**config.mk**
```make
export PLATFORM = sky130hd
export DESIGN_NAME = repeat_model_symbol_predictor_core
export DESIGN_NICKNAME = d
export VERILOG_FILES = /design/src/rtl/rmsp_pkg.sv /design/src/rtl/rmsp_prob_div.sv /design/src/rtl/rmsp_div3.sv /design/src/rtl/repeat_model_symbol_predictor_core.sv
export SDC_FILE = /design/constraint.sdc
export NUM_CORES = 1
export LEC_CHECK = 0
export ABC_CLOCK_PERIOD_IN_PS = 5200
export BUFFER_PORTS_ARGS = -buffer_cell sky130_fd_sc_hd__buf_2
export CORE_MARGIN = 2
export CORE_UTILIZATION = 61
export CTS_CLUSTER_DIAMETER = 200
export DETAILED_ROUTE_END_ITERATION = 10
export PLACE_DENSITY = 0.8
export SLEW_MARGIN = 20
export SYNTH_ARGS = -nofsm -noshare
export SYNTH_HDL_FRONTEND = slang
export SYNTH_SLANG_ARGS = --single-unit
```
**constraint.sdc**
```tcl
create_clock -name clk_i -period 5.2 [get_ports clk_i]
set_input_delay 0.78 -clock clk_i [delete_from_list [all_inputs] [get_ports clk_i]]
set_output_delay 0.78 -clock clk_i [all_outputs]
set_load 0.05 [all_outputs]
```
**src/rtl/rmsp_pkg.sv**
```systemverilog
// Shared types and constants for the repeat model symbol predictor.
package rmsp_pkg;

  localparam int CNT_W      = 32;
  localparam int FRAC_W     = 8;
  localparam int ALPHA_W    = 16;
  localparam int DIV_W      = CNT_W + FRAC_W + 1;
  localparam int BASE_W     = 2;
  localparam int PROB_W     = 16;
  localparam int OTHER_W    = 15;
  localparam int POS_OUT_W  = 32;
  localparam int CFG_IDX_W  = 2;
  localparam int CFG_DATA_W = 32;

  localparam logic [ALPHA_W-1:0] ALPHA_RESET = 16'd16;
  localparam logic [BASE_W-1:0]  BASE_MAX    = 2'd3;
  localparam logic [CNT_W-1:0]   COUNT_MAX   = '1;

  typedef enum logic [CFG_IDX_W-1:0] {
    CFG_REVERSE = 2'd0,
    CFG_ALPHA   = 2'd1,
    CFG_START   = 2'd2
  } cfg_reg_e;

  typedef enum logic [1:0] {
    DIV_NORM,
    DIV_HALF,
    DIV_SAT
  } div_mode_e;

  typedef enum logic [1:0] {
    ST_IDLE,
    ST_RUN,
    ST_FIN
  } state_e;

  typedef struct packed {
    logic vld;
    logic qbit;
    logic last;
  } qbit_t;

endpackage

```
**src/rtl/rmsp_prob_div.sv**
```systemverilog
// Restoring divider that emits one probability bit per cycle, most significant first.
module rmsp_prob_div #(
  parameter int PROB_BITS = 16
) (
  input  logic                          clk_i,
  input  logic                          rst_ni,
  input  logic                          start_i,
  input  logic [rmsp_pkg::DIV_W-1:0]    num_i,
  input  logic [rmsp_pkg::DIV_W-1:0]    den_i,
  output rmsp_pkg::qbit_t               qbit_o
);

  localparam int DivW = rmsp_pkg::DIV_W;
  localparam int CntW = $clog2(PROB_BITS);

  logic                busy_q;
  logic [CntW-1:0]     cnt_q;
  rmsp_pkg::div_mode_e mode_q;
  logic [DivW-1:0]     rem_q;
  logic [DivW-1:0]     rem_d;
  logic [DivW-1:0]     den_q;
  logic [DivW:0]       rem2;
  logic [DivW:0]       diff;
  logic                ge;
  logic                last;
  logic                qb;

  always_comb begin
    rem2 = {rem_q, 1'b0};
    diff = rem2 - {1'b0, den_q};
    ge   = rem2 >= {1'b0, den_q};
    last = cnt_q == CntW'(PROB_BITS - 1);
    rem_d = ge ? diff[DivW-1:0] : rem2[DivW-1:0];
    case (mode_q)
      rmsp_pkg::DIV_NORM: qb = ge;
      rmsp_pkg::DIV_HALF: qb = (cnt_q == '0);
      rmsp_pkg::DIV_SAT:  qb = 1'b1;
      default:            qb = ge;
    endcase
  end

  assign qbit_o.vld  = busy_q;
  assign qbit_o.qbit = qb;
  assign qbit_o.last = last;

  always_ff @(posedge clk_i or negedge rst_ni) begin
    if (!rst_ni) begin
      busy_q <= 1'b0;
      cnt_q  <= '0;
      mode_q <= rmsp_pkg::DIV_NORM;
    end else if (start_i) begin
      busy_q <= 1'b1;
      cnt_q  <= '0;
      if (den_i == '0) begin
        mode_q <= rmsp_pkg::DIV_HALF;
      end else if (num_i >= den_i) begin
        mode_q <= rmsp_pkg::DIV_SAT;
      end else begin
        mode_q <= rmsp_pkg::DIV_NORM;
      end
    end else if (busy_q) begin
      cnt_q <= cnt_q + CntW'(1);
      if (last) begin
        busy_q <= 1'b0;
      end
    end
  end

  always_ff @(posedge clk_i) begin
    if (start_i) begin
      rem_q <= num_i;
      den_q <= den_i;
    end else if (busy_q) begin
      rem_q <= rem_d;
    end
  end

endmodule

```
**src/rtl/rmsp_div3.sv**
```systemverilog
// Serial collector of the probability bits and bit-serial division of its complement by three.
module rmsp_div3 #(
  parameter int PROB_BITS = 16
) (
  input  logic                 clk_i,
  input  logic                 rst_ni,
  input  rmsp_pkg::qbit_t      qbit_i,
  output logic                 done_o,
  output logic [PROB_BITS-1:0] prob_o,
  output logic [PROB_BITS-1:0] other_o
);

  localparam logic [2:0] Three = 3'd3;

  logic                 first_q;
  logic                 done_q;
  logic [1:0]           r_q;
  logic [1:0]           r_d;
  logic [PROB_BITS-1:0] p_q;
  logic [PROB_BITS-1:0] q3_q;
  logic [2:0]           t;
  logic [2:0]           t_sub;
  logic                 qd;

  // The complement of the probability is divided by three; a final remainder
  // of two rounds the quotient up, which accounts for the missing one.
  always_comb begin
    t     = {(first_q ? 2'b00 : r_q), ~qbit_i.qbit};
    qd    = t >= Three;
    t_sub = t - Three;
    r_d   = qd ? t_sub[1:0] : t[1:0];
  end

  assign done_o  = done_q;
  assign prob_o  = p_q;
  assign other_o = q3_q + PROB_BITS'(r_q == 2'd2);

  always_ff @(posedge clk_i or negedge rst_ni) begin
    if (!rst_ni) begin
      first_q <= 1'b1;
      done_q  <= 1'b0;
      r_q     <= '0;
    end else begin
      done_q <= qbit_i.vld & qbit_i.last;
      if (qbit_i.vld) begin
        first_q <= qbit_i.last;
        r_q     <= r_d;
      end
    end
  end

  always_ff @(posedge clk_i) begin
    if (qbit_i.vld) begin
      p_q  <= {p_q[PROB_BITS-2:0], qbit_i.qbit};
      q3_q <= {q3_q[PROB_BITS-2:0], qd};
    end
  end

endmodule

```
**src/rtl/repeat_model_symbol_predictor_core.sv**
```systemverilog
// Top level of the repeat model symbol predictor: control, counts, position and result word.
// Each input word gives the reference base and the actual base. The block predicts the
// reference base (complemented in reverse-complement mode), gives its probability
// (256 hits + alpha) / (256 tries + 2 alpha) and the probability of each other base,
// then counts the try and the hit and steps the position. One word is processed at a
// time: no new word is accepted until the last result is committed to the output
// register, and the radix-2 divider produces one probability bit per cycle. A finished
// result waits in the output register while the next word is being processed. Writing
// start_position loads the position and clears both counts; the user must write
// configuration only while the block is idle, which the block itself does not enforce.
module repeat_model_symbol_predictor_core #(
  parameter int ADDR_WIDTH = 32,
  parameter int PROB_BITS  = 16
) (
  input  logic                                clk_i,
  input  logic                                rst_ni,
  input  logic                                cfg_valid_i,
  output logic                                cfg_ready_o,
  input  logic [rmsp_pkg::CFG_IDX_W-1:0]      cfg_index_i,
  input  logic [rmsp_pkg::CFG_DATA_W-1:0]     cfg_data_i,
  input  logic                                in_valid_i,
  output logic                                in_ready_o,
  input  logic [rmsp_pkg::BASE_W-1:0]         reference_base_i,
  input  logic [rmsp_pkg::BASE_W-1:0]         actual_base_i,
  output logic                                out_valid_o,
  input  logic                                out_ready_i,
  output logic [rmsp_pkg::BASE_W-1:0]         predicted_base_o,
  output logic [rmsp_pkg::PROB_W-1:0]         predicted_probability_o,
  output logic [rmsp_pkg::OTHER_W-1:0]        other_probability_o,
  output logic                                hit_o,
  output logic [rmsp_pkg::POS_OUT_W-1:0]      next_position_o
);

  localparam int DivW   = rmsp_pkg::DIV_W;
  localparam int CntW   = rmsp_pkg::CNT_W;
  localparam int FracW  = rmsp_pkg::FRAC_W;
  localparam int AlphaW = rmsp_pkg::ALPHA_W;
  localparam int BaseW  = rmsp_pkg::BASE_W;
  localparam int DataW  = rmsp_pkg::CFG_DATA_W;
  localparam int PosOW  = rmsp_pkg::POS_OUT_W;
  localparam int ProbW  = rmsp_pkg::PROB_W;
  localparam int OthW   = rmsp_pkg::OTHER_W;

  rmsp_pkg::state_e      state_q;
  rmsp_pkg::state_e      state_d;
  logic                  in_ready;
  logic                  start;
  logic                  commit;

  logic                  rc_q;
  logic [AlphaW-1:0]     alpha_q;
  logic [ADDR_WIDTH-1:0] pos_q;
  logic [ADDR_WIDTH-1:0] pos_d;
  logic [CntW-1:0]       hit_cnt_q;
  logic [CntW-1:0]       try_cnt_q;

  logic [BaseW-1:0]      pred_q;
  logic                  hit_q;
  logic [BaseW-1:0]      pred;

  logic [DivW-1:0]       num;
  logic [DivW-1:0]       den;

  rmsp_pkg::qbit_t       qbit;
  logic                  div_done;
  logic [PROB_BITS-1:0]  prob;
  logic [PROB_BITS-1:0]  other;

  logic [ADDR_WIDTH+DataW-1:0]    start_ext;
  logic [ADDR_WIDTH+PosOW-1:0]    pos_ext;
  logic [PROB_BITS+ProbW-1:0]     prob_ext;
  logic [PROB_BITS+ProbW-1:0]     other_ext;

  logic                  out_valid_q;
  logic [BaseW-1:0]      out_pred_q;
  logic [ProbW-1:0]      out_prob_q;
  logic [OthW-1:0]       out_other_q;
  logic                  out_hit_q;
  logic [PosOW-1:0]      out_pos_q;

  assign pred = rc_q ? (rmsp_pkg::BASE_MAX - reference_base_i) : reference_base_i;

  assign num = DivW'({hit_cnt_q, FracW'(0)}) + DivW'(alpha_q);
  assign den = DivW'({try_cnt_q, FracW'(0)}) + DivW'({alpha_q, 1'b0});

  assign pos_d     = rc_q ? (pos_q - ADDR_WIDTH'(1)) : (pos_q + ADDR_WIDTH'(1));
  assign start_ext = {ADDR_WIDTH'(0), cfg_data_i};
  assign pos_ext   = {PosOW'(0), pos_d};
  assign prob_ext  = {ProbW'(0), prob};
  assign other_ext = {ProbW'(0), other};

  rmsp_prob_div #(
    .PROB_BITS(PROB_BITS)
  ) u_prob_div (
    .clk_i  (clk_i),
    .rst_ni (rst_ni),
    .start_i(start),
    .num_i  (num),
    .den_i  (den),
    .qbit_o (qbit)
  );

  rmsp_div3 #(
    .PROB_BITS(PROB_BITS)
  ) u_div3 (
    .clk_i  (clk_i),
    .rst_ni (rst_ni),
    .qbit_i (qbit),
    .done_o (div_done),
    .prob_o (prob),
    .other_o(other)
  );

  always_comb begin
    state_d  = state_q;
    in_ready = 1'b0;
    start    = 1'b0;
    commit   = 1'b0;
    case (state_q)
      rmsp_pkg::ST_IDLE: begin
        in_ready = 1'b1;
        if (in_valid_i) begin
          start   = 1'b1;
          state_d = rmsp_pkg::ST_RUN;
        end
      end
      rmsp_pkg::ST_RUN: begin
        if (div_done) begin
          state_d = rmsp_pkg::ST_FIN;
        end
      end
      rmsp_pkg::ST_FIN: begin
        if (!out_valid_q || out_ready_i) begin
          commit  = 1'b1;
          state_d = rmsp_pkg::ST_IDLE;
        end
      end
      default: begin
        state_d = rmsp_pkg::ST_IDLE;
      end
    endcase
  end

  always_ff @(posedge clk_i or negedge rst_ni) begin
    if (!rst_ni) begin
      state_q <= rmsp_pkg::ST_IDLE;
    end else begin
      state_q <= state_d;
    end
  end

  always_ff @(posedge clk_i or negedge rst_ni) begin
    if (!rst_ni) begin
      rc_q      <= 1'b0;
      alpha_q   <= rmsp_pkg::ALPHA_RESET;
      pos_q     <= '0;
      hit_cnt_q <= '0;
      try_cnt_q <= '0;
    end else if (cfg_valid_i) begin
      case (cfg_index_i)
        rmsp_pkg::CFG_REVERSE: begin
          rc_q <= cfg_data_i[0];
        end
        rmsp_pkg::CFG_ALPHA: begin
          alpha_q <= cfg_data_i[AlphaW-1:0];
        end
        rmsp_pkg::CFG_START: begin
          pos_q     <= start_ext[ADDR_WIDTH-1:0];
          hit_cnt_q <= '0;
          try_cnt_q <= '0;
        end
        default: begin
        end
      endcase
    end else if (commit) begin
      pos_q <= pos_d;
      if (hit_q && hit_cnt_q != rmsp_pkg::COUNT_MAX) begin
        hit_cnt_q <= hit_cnt_q + CntW'(1);
      end
      if (try_cnt_q != rmsp_pkg::COUNT_MAX) begin
        try_cnt_q <= try_cnt_q + CntW'(1);
      end
    end
  end

  always_ff @(posedge clk_i) begin
    if (start) begin
      pred_q <= pred;
      hit_q  <= (actual_base_i == pred);
    end
  end

  always_ff @(posedge clk_i or negedge rst_ni) begin
    if (!rst_ni) begin
      out_valid_q <= 1'b0;
    end else if (commit) begin
      out_valid_q <= 1'b1;
    end else if (out_ready_i) begin
      out_valid_q <= 1'b0;
    end
  end

  always_ff @(posedge clk_i) begin
    if (commit) begin
      out_pred_q  <= pred_q;
      out_prob_q  <= prob_ext[ProbW-1:0];
      out_other_q <= other_ext[OthW-1:0];
      out_hit_q   <= hit_q;
      out_pos_q   <= pos_ext[PosOW-1:0];
    end
  end

  assign cfg_ready_o             = 1'b1;
  assign in_ready_o              = in_ready;
  assign out_valid_o             = out_valid_q;
  assign predicted_base_o        = out_pred_q;
  assign predicted_probability_o = out_prob_q;
  assign other_probability_o     = out_other_q;
  assign hit_o                   = out_hit_q;
  assign next_position_o         = out_pos_q;

endmodule

```
==> reports/results.txt <==
First-iteration detailed-routing DRC count = 1426
RSZ-0062 raised after global routing = false
Pint = 6682 uW
Outcome = finished clean
Pin count of the biggest net entering global routing = 97
Post-synth top cells = nand2_1 (197), nor2_1 (185), edfxtp_1 (181), ha_1 (137), dfrtp_1 (125)
Top area cells in the synthesized netlist = edfxtp_1 (28%), dfrtp_1 (16%), ha_1 (9.0%)
Final worst slack = 710.0 ps
Reg clk slew, reported paths = 60 ps
Vias in the first global route = 14520
Die ar. = 32760 sq um
Clk Latency, worst-skew pair = 540 ps
Setup_tns = 0 ps
Nets = 2230
H-tree depth = 2
Unique masters post-synth = 90
Startpoint Class = flop
Resized Gates After CTS = 0
Min-delay worst type = input pin to async pin
Setup Skew = 27.08 ps
GR Overflow Total = 0
Mapped Cells = 1947
Drt first pass iters = 6
Setup Crit Path Kind = flop to flop
Post-CTS Setup Bufs = 0
Layout cells sized above 1 = 11.54%
CP endpoint kind = flop
Top-area cell type share of the netlist area = 28.44%
Initial Utilization = 62.15%
CTS Buffer Depth = 3
Total GRT Usage = 28.69%
Avg Cell Area, Syn = 9.815 sq um
Combinational cell fraction of total power = 41.0%
CTS tree = built
CP max FO = 9
Sw Ratio = 37.41%
Gp weighted congestion = 0.9542
DRC Markers = 0
Std-Cell Rows = 64
Hpwl dp = 34.49 mm
Period utilization = 86.35%
EDFF count, synth = 181
Sequential power share = 35.6%
Cell taking the most area after synthesis = edfxtp_1
Max Cap Viol = 0
DP Worst Slack = 785.2 ps
Top_reg_cell synth = edfxtp_1
Die extent in y = 181.0 um
Yosys reg bits = 308
Power per standard cell area = 502.9 nW/um^2
WL/cell = 19.10 um
Area delta synth->final = 11.10%
Syn. warnings = 0
Max-Slew Margin vs Limit = 29.92%
Cts hold-fix bufs = 0
ANT cells = 0
Routed Antenna Nets = 0
CP Data Arrival Time = 4900 ps
Leakage = 0.009432 uW
Initial antenna violation count = 1
IO Port Bufs = 110
Average vias per placed instance = 6.167
Syn Nets = 2131
WP data required = 5610 ps
Fin. Hold Viols = 0
Routed vias = 15210
CTS root buf = clkbuf_16
Leading cell type by number of instances after synthesis = nand2_1
Slew @ Worst Pin = 1042 ps
Clock group share of total power = 23.4%
Net Sw Power = 3993 uW
Post-synth ARST share = 41.23%
VDD IR max = 0.0003009 V
Chip width = 181.0 um
Count of final setup violators = 0
F_max = 0.2227 GHz
Area of the core = 30750 sq um
Routed wire length = 47.12 mm
Final Slew Violations = 0
First-pass GRT wire length = 76.03 mm
Register area share after synthesis = 45.09%
Io pins = 112
CTS sink count = 308
Post-Syn Area = 19110 sq um
Min Tclk post-route = 4490 ps
Num CTS Buffers = 34
## cell families (layout without fill, tap and decap cells)
family / count (synthesis) / after routing / share of synthesized area [%]
xor+xnor: 179 / 179 / 8.204
simple gates: 693 / 693 / 17.69
flops: 308 / 308 / 45.09
other cells: 1 / 1 / 0.01962
mux: 20 / 20 / 1.159
fa+ha+maj: 141 / 141 / 9.389
buf+inv: 188 / 312 / 3.942
compound gates: 417 / 417 / 14.51
## metrics by stage
stage | hold slack [ps] | cells | utilization (%) | total power [uW] | cell area (sq um)
after floorplan | 400.3 | 1947 | - | 7084 | 19110
after global placement | 403.8 | 2406 | 65.23 | 7988 | 20060
after detailed placement | 409.9 | 2406 | 65.25 | 8105 | 20060
after CTS | 416.5 | 2467 | 69.03 | 10650 | 21230
after global routing | 439.5 | 2467 | 69.04 | 11330 | 21230
final | 389.6 | 2467 | 69.04 | 10680 | 21230
## path summary, 6_finish.rpt
path / endpoint / from / slack [ps] / cells past startpoint
worst min-delay path: try_cnt_q[24] / rst_ni / 390 / 1
max in group asynchronous: alpha_q[4] / rst_ni / 3790 / 2
worst min register to register: predicted_base_o[0] / pred_q[0] / 420 / 0
worst max register to register: u_prob_div.mode_q[1] / try_cnt_q[0] / 710 / 21
min in group clk_i: predicted_base_o[0] / pred_q[0] / 420 / 0
worst max-delay path: u_prob_div.mode_q[1] / try_cnt_q[0] / 710 / 21
## cell usage in the layout (no fill, tap or decap), drive strengths merged, types with 8 or more instances in the layout
cell	count
a21o	58
a21oi	112
a22o	8
a22oi	17
a31oi	25
and3	39
and4	13
buf	129
clkbuf	41
clkinv	10
dfrtp	125
edfxtp	181
ha	137
inv	126
mux2	17
nand2	197
nand2b	18
nand3	76
nand4	40
nor2	186
nor2b	21
nor3	33
nor4	16
o211ai	15
o21a	17
o21ai	72
o21bai	14
o22ai	9
o31ai	11
or3	21
xnor2	99
xor2	80
## per-layer routing
metal  wire (um)  up-vias  global-route usage, %
met5          13        -                      0
met4        1081        2                  7.707
met3        3344       79                  3.810
met2       21800      561                  46.00
met1       20880     7337                  41.40
li1            -     7234                      -
## final cells by class
| class | instances | area, sq um |
|---|---|---|
| multi-input combinational | 1451 | 9787 |
| fill | 2317 | 9519 |
| sequential | 308 | 8616 |
| clock buffer | 41 | 907.1 |
| timing repair buffer | 129 | 711.9 |
| tap | 396 | 495.5 |
| inverter | 122 | 457.9 |
| clock inverter | 20 | 255.2 |
## worst max-delay path, stage by stage, from the launching register on
cell and delay, ps:
dfrtp_1 440, ha_1 230, inv_1 70, fa_1 440
nor2b_4 130, o31a_1 200, o31ai_4 90, a21oi_2 130
buf_4 170, nand2_1 90, or4_1 540, xor2_1 250
ha_1 290, a21o_1 170, a21o_1 170, a21oi_1 140
nor2b_1 50, o21ai_0 140, a21boi_0 100, a311oi_1 230
o21ai_0 130, and2_1 150
## state kept, by name (all words and copies together), names as in the netlist, 2 cells and up
register,count
u_prob_div.rem_q,41
u_prob_div.den_q,40
hit_cnt_q,32
next_position_o,32
pos_q,32
try_cnt_q,32
alpha_q,16
predicted_probability_o,16
u_div3.prob_o,16
other_probability_o,15
u_div3.q3_q,15
u_prob_div.cnt_q,4
pred_q,2
predicted_base_o,2
state_q,2
u_div3.r_q,2
u_prob_div.mode_q,2
## power groups by stage
stage | Combinational (uW) | Clock, uW | Sequential (uW)
floorplan | 3290 | 0 | 3790
global placement | 4180 | 0 | 3810
detailed placement | 4270 | 0 | 3840
CTS | 4320 | 2540 | 3800
global route | 4840 | 2630 | 3860
finish | 4370 | 2500 | 3800
Note: power is estimated with default switching activity, not from simulation.
